File: config.mk
export PLATFORM = sky130hd
export DESIGN_NAME = delimited_record_field_parser
export DESIGN_NICKNAME = d
export VERILOG_FILES = /design/src/sv/drp_pkg.sv /design/src/sv/drp_fifo.sv /design/src/sv/delimited_record_field_parser.sv
export SDC_FILE = /design/constraint.sdc
export NUM_CORES = 1
export LEC_CHECK = 0
export BUFFER_PORTS_ARGS = -buffer_cell sky130_fd_sc_hd__buf_2
export CORE_ASPECT_RATIO = 1.2
export CORE_MARGIN = 5
export CORE_UTILIZATION = 55
export CTS_BUF_LIST = sky130_fd_sc_hd__clkbuf_16
export DETAILED_ROUTE_END_ITERATION = 8
export PLACE_DENSITY = 0.85
export SETUP_SLACK_MARGIN = 0.5
export SYNTH_ARGS = -nofsm -noshare
export SYNTH_HDL_FRONTEND = slang
export SYNTH_HIERARCHICAL = 1
export SYNTH_SLANG_ARGS = --single-unit
File: constraint.sdc
create_clock -name clk -period 13.15 [get_ports clk]
set_input_delay 0 -clock clk [delete_from_list [all_inputs] [get_ports clk]]
set_output_delay 0 -clock clk [all_outputs]
set_load 0.1 [all_outputs]
File: src/sv/drp_pkg.sv
// drp_pkg: word types, result kinds, status codes and constants of the
// delimited record field parser. No dependencies.
package drp_pkg;

  // Input word: one line byte or an end-of-line marker.
  typedef struct packed {
    logic       cmd;
    logic [7:0] ch;
  } in_word_t;

  // Result word.
  typedef struct packed {
    logic [1:0]         kind;
    logic [4:0]         field_index;
    logic [7:0]         out_byte;
    logic signed [31:0] int_value;
    logic [2:0]         status;
    logic               last;
  } out_word_t;

  typedef logic [1:0] kind_t;
  localparam kind_t KIND_STR_BYTE = 2'd0;
  localparam kind_t KIND_STR_END  = 2'd1;
  localparam kind_t KIND_INT_VAL  = 2'd2;
  localparam kind_t KIND_STATUS   = 2'd3;

  typedef logic [2:0] status_t;
  localparam status_t ST_OK        = 3'd0;
  localparam status_t ST_NO_DIGITS = 3'd1;
  localparam status_t ST_RANGE     = 3'd2;
  localparam status_t ST_TRAILING  = 3'd3;
  localparam status_t ST_TOO_MANY  = 3'd4;
  localparam status_t ST_TOO_FEW   = 3'd5;

  localparam logic       CMD_BYTE = 1'b0;
  localparam logic       CMD_EOL  = 1'b1;

  localparam logic [7:0] DELIM_CH = 8'h7C;
  localparam logic [7:0] PLUS_CH  = 8'h2B;
  localparam logic [7:0] MINUS_CH = 8'h2D;
  localparam logic [7:0] ZERO_CH  = 8'h30;
  localparam logic [7:0] NINE_CH  = 8'h39;
  localparam logic [7:0] SPACE_CH = 8'h20;
  localparam logic [7:0] TAB_CH   = 8'h09;
  localparam logic [7:0] CR_CH    = 8'h0D;

  // Register addresses (byte address bit 2 selects the register).
  localparam logic REG_FIELD_COUNT = 1'b0;
  localparam logic REG_INT_MASK    = 1'b1;

  // Result queue: four words, room for two pushes per cycle.
  localparam int unsigned FIFO_DEPTH = 4;
  localparam int unsigned FIFO_AW    = 2;
  localparam int unsigned FIFO_CW    = 3;

  // Push request from the parser into the result queue.
  typedef struct packed {
    logic [1:0] n;      // words to push this cycle, 0..2
    out_word_t  w0;
    out_word_t  w1;
  } push_t;

endpackage

File: src/sv/drp_fifo.sv
// drp_fifo: four-word result queue, up to two pushes and one pop per cycle.
// Depends on drp_pkg.
module drp_fifo import drp_pkg::*; (
  input  logic      clk,
  input  logic      rst_n,
  input  push_t     push,
  input  logic      pop,
  output logic      full2,     // fewer than two free words
  output logic      valid,
  output out_word_t head
);

  out_word_t                mem_r [FIFO_DEPTH];
  logic [FIFO_AW-1:0]       wp_r, rp_r;
  logic [FIFO_CW-1:0]       cnt_r, cnt_nxt;
  logic                     do_pop;

  assign valid  = (cnt_r != '0);
  assign head   = mem_r[rp_r];
  assign do_pop = pop && valid;
  assign full2  = (cnt_r > FIFO_CW'(FIFO_DEPTH - 2));

  always_comb begin
    cnt_nxt = cnt_r + FIFO_CW'(push.n) - FIFO_CW'(do_pop);
  end

  always_ff @(posedge clk) begin
    if (push.n != 2'd0) begin
      mem_r[wp_r] <= push.w0;
    end
    if (push.n == 2'd2) begin
      mem_r[wp_r + FIFO_AW'(1)] <= push.w1;
    end
  end

  always_ff @(posedge clk) begin
    if (!rst_n) begin
      wp_r  <= '0;
      rp_r  <= '0;
      cnt_r <= '0;
    end else begin
      wp_r  <= wp_r + FIFO_AW'(push.n);
      rp_r  <= rp_r + FIFO_AW'(do_pop);
      cnt_r <= cnt_nxt;
    end
  end

endmodule

File: src/sv/delimited_record_field_parser.sv
// delimited_record_field_parser: splits '|' separated lines into string bytes,
// field ends, int32 values and one status word per line.
// Depends on drp_pkg and drp_fifo.
//
// Usage:
//  - Input channel (in_valid/in_stall/in_word): one word per line byte
//    (cmd = 0) and a closing word with cmd = 1 at end of line.
//  - Output channel (out_valid/out_stall/out_word): string bytes, string
//    field ends, integer values and one status word (last = 1) per line.
//  - APB-style config port: field_count at 0x0, int_field_mask at 0x4.
//    Write only while the block is idle.
// Timing:
//  - One input word per cycle while in_stall is low. Parser state lives in registers; each byte
//    is one combinational update (one multiply-by-ten accumulate and compare).
//  - Results land in a 4-word queue and show on the output in the cycle after
//    the input word is taken when the queue is empty. An end-of-line word
//    yields up to two results, which leave the queue one at a time.
//  - in_stall rises when the queue has fewer than two free words: under
//    out_stall, or when end-of-line words with two results come back to back.
// Reset: queue empties, field_count = 1, mask = 0, parser at field 0.
module delimited_record_field_parser import drp_pkg::*; #(
  parameter int unsigned MAX_FIELDS = 32
) (
  input  logic        clk,
  input  logic        rst_n,
  // input channel
  input  logic        in_valid,
  output logic        in_stall,
  input  in_word_t    in_word,
  // output channel
  output logic        out_valid,
  input  logic        out_stall,
  output out_word_t   out_word,
  // configuration
  input  logic        cfg_psel,
  input  logic        cfg_penable,
  input  logic        cfg_pwrite,
  input  logic [2:0]  cfg_paddr,
  input  logic [31:0] cfg_pwdata,
  output logic [31:0] cfg_prdata,
  output logic        cfg_pready
);

  localparam int unsigned CF_W = (MAX_FIELDS > 1) ? $clog2(MAX_FIELDS) : 1;

  // integer phase: one-hot
  typedef enum logic [2:0] {
    PH_WS     = 3'b001,
    PH_SIGN   = 3'b010,
    PH_DIGITS = 3'b100
  } phase_t;

  // ---------------- configuration registers ----------------
  logic [5:0]  field_count_r;
  logic [31:0] int_mask_r;
  logic        cfg_wr;

  assign cfg_pready = 1'b1;
  assign cfg_wr     = cfg_psel && cfg_penable && cfg_pwrite;

  always_ff @(posedge clk) begin
    if (!rst_n) begin
      field_count_r <= 6'd1;
      int_mask_r    <= '0;
    end else if (cfg_wr) begin
      if (cfg_paddr[2] == REG_FIELD_COUNT) begin
        field_count_r <= cfg_pwdata[5:0];
      end else begin
        int_mask_r <= cfg_pwdata;
      end
    end
  end

  always_comb begin
    if (cfg_paddr[2] == REG_INT_MASK) begin
      cfg_prdata = int_mask_r;
    end else begin
      cfg_prdata = {26'd0, field_count_r};
    end
  end

  // effective field count: 0 acts as 1, clamp to MAX_FIELDS
  logic [6:0] eff_cnt;
  always_comb begin
    if (field_count_r == 6'd0) begin
      eff_cnt = 7'd1;
    end else if (7'(field_count_r) > 7'(MAX_FIELDS)) begin
      eff_cnt = 7'(MAX_FIELDS);
    end else begin
      eff_cnt = 7'(field_count_r);
    end
  end

  // ---------------- parser state ----------------
  logic [CF_W-1:0] cur_r,   cur_nxt;
  phase_t          phase_r, phase_nxt;
  logic            neg_r,   neg_nxt;
  logic [31:0]     mag_r,   mag_nxt;
  logic            ovf_r,   ovf_nxt;
  status_t         err_r,   err_nxt;

  logic      accept;
  push_t     push;
  logic      fifo_full2;

  assign in_stall = fifo_full2;
  assign accept   = in_valid && !in_stall;

  // decode helpers
  logic [6:0]  cur7;
  logic        is_int;
  logic        is_digit;
  logic        is_space;
  logic [35:0] acc;         // mag * 10 + digit
  logic [35:0] limit;
  logic        last_field;  // current field is the last one expected
  out_word_t   blank;

  always_comb begin
    cur7       = 7'(cur_r);
    is_int     = (cur7 < 7'd32) && int_mask_r[cur7[4:0]];
    is_digit   = (in_word.ch >= ZERO_CH) && (in_word.ch <= NINE_CH);
    is_space   = (in_word.ch == SPACE_CH) ||
                 ((in_word.ch >= TAB_CH) && (in_word.ch <= CR_CH));
    acc        = {1'b0, mag_r, 3'b000} + {3'b000, mag_r, 1'b0} +
                 36'({4'd0, in_word.ch[3:0]} - 8'd0);
    limit      = 36'h07FFFFFFF + 36'(neg_r);
    last_field = (cur7 + 7'd1) >= eff_cnt;
    blank             = '0;
    blank.field_index = cur7[4:0];
  end

  // one word of work: next state and up to two results
  always_comb begin
    out_word_t fres;     // result of closing the field, if any
    logic      fhas;
    status_t   ferr;

    cur_nxt   = cur_r;
    phase_nxt = phase_r;
    neg_nxt   = neg_r;
    mag_nxt   = mag_r;
    ovf_nxt   = ovf_r;
    err_nxt   = err_r;
    push      = '0;
    push.w0   = blank;
    push.w1   = blank;

    // field close
    fres = blank;
    fhas = 1'b0;
    ferr = ST_OK;
    if (!is_int) begin
      fres.kind = KIND_STR_END;
      fhas      = 1'b1;
    end else if (phase_r != PH_DIGITS) begin
      ferr = ST_NO_DIGITS;
    end else if (ovf_r) begin
      ferr = ST_RANGE;
    end else begin
      fres.kind      = KIND_INT_VAL;
      fres.int_value = neg_r ? (32'd0 - mag_r) : mag_r;
      fhas           = 1'b1;
    end

    if (accept) begin
      if (in_word.cmd == CMD_EOL) begin
        status_t st;
        st = err_r;
        if (err_r == ST_OK) begin
          st = ferr;
          if (ferr == ST_OK && (cur7 + 7'd1) != eff_cnt) begin
            st = ST_TOO_FEW;
          end
        end
        if (err_r == ST_OK && fhas) begin
          push.n         = 2'd2;
          push.w0        = fres;
          push.w1.kind   = KIND_STATUS;
          push.w1.status = st;
          push.w1.last   = 1'b1;
        end else begin
          push.n         = 2'd1;
          push.w0.kind   = KIND_STATUS;
          push.w0.status = st;
          push.w0.last   = 1'b1;
        end
        cur_nxt   = '0;
        err_nxt   = ST_OK;
        phase_nxt = PH_WS;
        neg_nxt   = 1'b0;
        mag_nxt   = '0;
        ovf_nxt   = 1'b0;
      end else if (err_r != ST_OK) begin
        // rest of line suppressed
      end else if (in_word.ch == DELIM_CH) begin
        push.n  = fhas ? 2'd1 : 2'd0;
        push.w0 = fres;
        if (ferr != ST_OK) begin
          err_nxt = ferr;
        end else if (last_field) begin
          err_nxt = ST_TOO_MANY;
        end else begin
          cur_nxt   = cur_r + CF_W'(1);
          phase_nxt = PH_WS;
          neg_nxt   = 1'b0;
          mag_nxt   = '0;
          ovf_nxt   = 1'b0;
        end
      end else if (is_int) begin
        if (is_digit) begin
          phase_nxt = PH_DIGITS;
          if (!ovf_r) begin
            if (acc > limit) begin
              ovf_nxt = 1'b1;
            end else begin
              mag_nxt = acc[31:0];
            end
          end
        end else begin
          case (phase_r)
            PH_WS: begin
              if (is_space) begin
                // skip
              end else if (in_word.ch == PLUS_CH || in_word.ch == MINUS_CH) begin
                neg_nxt   = (in_word.ch == MINUS_CH);
                phase_nxt = PH_SIGN;
              end else begin
                err_nxt = ST_NO_DIGITS;
              end
            end
            PH_SIGN:   err_nxt = ST_NO_DIGITS;
            PH_DIGITS: err_nxt = ovf_r ? ST_RANGE : ST_TRAILING;
            default:   err_nxt = ST_NO_DIGITS;
          endcase
        end
      end else begin
        push.n           = 2'd1;
        push.w0.kind     = KIND_STR_BYTE;
        push.w0.out_byte = in_word.ch;
      end
    end
  end

  always_ff @(posedge clk) begin
    if (!rst_n) begin
      cur_r   <= '0;
      phase_r <= PH_WS;
      neg_r   <= 1'b0;
      mag_r   <= '0;
      ovf_r   <= 1'b0;
      err_r   <= ST_OK;
    end else begin
      cur_r   <= cur_nxt;
      phase_r <= phase_nxt;
      neg_r   <= neg_nxt;
      mag_r   <= mag_nxt;
      ovf_r   <= ovf_nxt;
      err_r   <= err_nxt;
    end
  end

  // ---------------- result queue ----------------
  drp_fifo u_fifo (
    .clk   (clk),
    .rst_n (rst_n),
    .push  (push),
    .pop   (!out_stall),
    .full2 (fifo_full2),
    .valid (out_valid),
    .head  (out_word)
  );

endmodule
==> impl_metrics.tcl <==
set metrics [dict create \
    fin_area_um2 21100 \
    powerDensity_nw_per_um2 145 \
    fp.dieH_um 209 \
    grt_use_total 0.238 \
    final_nets 2011 \
    crit_path_start "mag_r[2]" \
    antenna_found_initial 2 \
    dpl_cell_area_um2 19700 \
    seq_area_frac_synth 0.437 \
    slowest_delay_ps 560 \
    clock-sinks 294 \
    port_buffers 133 \
    reg2reg_slack_ps 6610 \
    crit_end "mag_r[0]" \
    avgSynthCellArea_um2 11.7 \
    synth_top_cell_by_area "edfxtp_1" \
    grt_setup_unrepaired "no" \
    coreArea_um2 32900 \
    finClkSkew_ps 22.1 \
    gr-max-usage-layer "met2" \
    synth_top_area_share 0.337 \
    path_class "reg -> reg" \
    required_ps 13670 \
    cp-end-kind "flop" \
    fillers 2343 \
    detail_route.wirelength_um 44800 \
    grt_max_degree 60 \
    hold_path_class "in -> reg" \
    synth_edf_count 204 \
    syn_area_um2 18200 \
    path_delay_family "compound AO/OA/AOI/OAI gates" \
    dp_slack_ps 7050 \
    final.setup.worst_slack_ps 6610 \
    max-slew-margin-rel 0.131 \
    cts_root_buffer "clkbuf_16" \
    place.gp.congestion 0.910 \
    period_minus_slack_ps 6540 \
    path_max_fanout 8 \
    syn_inst 1546 \
    syn_to_final_growth_pct 16.2 \
    cp_slowest_cell "dlygate4sd3_1" \
    dr.pass1.iters 6 \
    finalMaxSlewViolations 0 \
    ff2ff_path_depth 21 \
    ys_warn_count 6 \
    numCtsBuffers 30 \
    timing.rr.end "mag_r[0]" \
    viasPerCell 5.94 \
    cp.depth 21 \
    grt_pass1_vias 14000 \
    path_buf_inv 1 \
    grt_use_met1 0.299 \
    crit_chain "fa_1 -> ha_1 -> a21oi_1 -> nand4b_1 -> a21boi_0 -> o21ai_0 -> a21boi_0 -> a41o_1 -> o41ai_1 -> xnor2_1 -> ha_1 -> nand4_1 -> or4_1 -> or4_1 -> mux2i_1 -> a211oi_1 -> nor4_1 -> o2111ai_1 -> a31oi_1 -> mux2i_1 -> dlygate4sd3_1" \
    maxCapViolations 0 \
    detail-route-antenna-nets 0 \
    ys_async_sr_fraction 0 \
    min_period_over_period 0.497 \
    tightest_slew_ps 1300 \
    yosysUniqueCellTypes 71 \
    timing.fmax_mhz 153 \
    fp-row-count 73 \
    vdd_drop_max_v 0.000102 \
    r2r_start "mag_r[2]" \
    p_leak_nw 9.07 \
    cts_buffer_depth 3 \
    status "complete, no violations" \
    vias 13600 \
    startpoint_type "flop" \
    clkTransAtPathRegs_ps 60 \
    cts_tree "done" \
    yosys-top-cells-area "edfxtp_1 (34%), mux2_2 (13%), dfxtp_1 (9.9%)" \
    grt_use_met3 0.0291 \
    synth_seq_cells 294 \
    finalHoldViolations 0 \
    fp.dieW_um 176 \
    dp.cells 2186 \
    die-area_um2 36800 \
    final_cells 2289 \
    overflow 0 \
    synth-main-ff-cell "edfxtp_1" \
    dp_hpwl_um 29400 \
    initial_core_util 0.552 \
    met2_usage 0.428 \
    tns_ps 0 \
    insertion_delay_ps 580 \
    cts_resized 0 \
    grt_pass1_wl_um 71800 \
    arrival_ps 7060 \
    setup_viol 0 \
    drc 0 \
    hold_ws_ps 36.8 \
    drt_iter0_drc 1133 \
    post_drt_wl_per_cell_um 19.6 \
    h-tree-depth 1 \
    drive_above_1_share 0.259 \
    io_pins 137 \
]
-- cell type report --
cell class | count | area [µm²] | area share
antenna | 2 | 5.00 | 0.000237
clock inverter | 25 | 196 | 0.00931
tap | 412 | 515 | 0.0244
multi-input combinational | 1312 | 10400 | 0.491
inverter | 18 | 67.6 | 0.00320
clock buffer | 31 | 776 | 0.0368
timing repair buffer | 195 | 1240 | 0.0589
sequential | 294 | 7930 | 0.376
-- cell usage in the layout, fill, tap and decap left out, drive strengths merged, types with 7 or more instances in the layout --
master,netlist,layout
nor2,100,100
mux2,209,209
or2,8,8
nor3,16,16
xnor2,18,18
nand3,13,13
nand2b,13,13
mux2i,15,15
and3,8,8
o211ai,8,8
and2,40,40
o21ai,44,44
clkbuf,41,31
edfxtp,204,204
xor2,39,39
a211oi,11,11
ha,106,106
a21boi,7,7
nand2,136,136
mux4,60,60
nand4,19,19
a21o,18,18
o31ai,12,12
a21oi,98,98
or3,15,15
dfxtp,90,90
o21a,8,8
a22o,33,33
buf,44,150
dlygate4sd3,0,45
a31oi,9,9
inv,17,31
or4,8,8
conb,2,165
nor2b,13,13
clkinv,1,9
nor4,10,10
-- repair_timing --
item	CTS	global route
hold buffers	45	0
setup buffers	0	0
endpoints found under the hold margin	56	0
-- tightest hold or removal path, cell delays in order --
cell    delay [ps]
buf_2          140
and2_1         200
mux2_2         160
-- per-layer routing --
layer	part of all wire	vias up	wire length, µm
li1	-	6339	-
met4	0.025	0	1110
met5	0	-	0
met1	0.40	6657	17800
met3	0.060	85	2690
met2	0.52	513	23200
-- worst min-delay path by stage --
stage                                     end  depth (start not counted)            from  slack, ps
after global routing      u_fifo/mem_r[3][42]                          3      in_word[6]         30
after detailed placement       int_mask_r[11]                          3  cfg_pwdata[11]        250
after floorplan              field_count_r[0]                          1           rst_n         60
after global placement       field_count_r[0]                          3   cfg_pwdata[0]        240
final                     u_fifo/mem_r[3][42]                          3      in_word[6]         40
after CTS                 u_fifo/mem_r[3][42]                          3      in_word[6]         10
-- synthesized netlist by cell type (4+ instances only) --
cell type	count
and2_1	40
edfxtp_1	204
mux2_2	209
nand3_1	13
or3_1	15
a21o_1	18
o21a_1	8
nor2b_1	13
mux2i_1	15
dfxtp_1	90
inv_1	17
and3_1	8
o21ai_0	42
o31ai_1	11
nand4_1	19
o41ai_1	4
or2_2	6
o211ai_1	8
xnor2_1	18
buf_1	4
mux4_2	60
nand2_1	136
a211oi_1	10
a21oi_1	98
clkbuf_1	40
or4_1	8
a211o_1	6
ha_1	106
nand2b_1	13
buf_6	19
nor4_1	9
a31oi_1	9
buf_2	20
nor2_1	100
a21boi_0	7
nor3_1	15
a22o_1	33
xor2_1	39
-- state kept, by name, summed over array words and instances (netlist names) --
name,flops
u_fifo/mem_r,204
int_mask_r,32
mag_r,32
field_count_r,6
cur_r,5
err_r,3
phase_r,3
u_fifo/cnt_r,3
u_fifo/rp_r,2
u_fifo/wp_r,2
neg_r,1
ovf_r,1
-- kinds of logic after synthesis --
logic type,share of synthesized area
AOI/OAI and AO/OA,0.102
xor gates and xnor gates,0.0300
adders and majority gates,0.0764
buffers and inverters,0.0308
DFF,0.437
muxes,0.212
other,0.000414
and+or+nand+nor,0.112
-- report_power, final --
part / switching (W) / internal, W
sequential: 0.0000438 / 0.00110
combinational: 0.000810 / 0.000258
clock: 0.000363 / 0.000485
total: 0.00122 / 0.00184
-- per-stage QoR --
stage                     total power [W]   util
after global routing              0.00316  0.642
after detailed placement          0.00222  0.598
after floorplan                   0.00205      -
after CTS                         0.00307  0.641
final                             0.00306  0.642
after global placement            0.00220  0.598
Power figures use the tool's default switching activity.
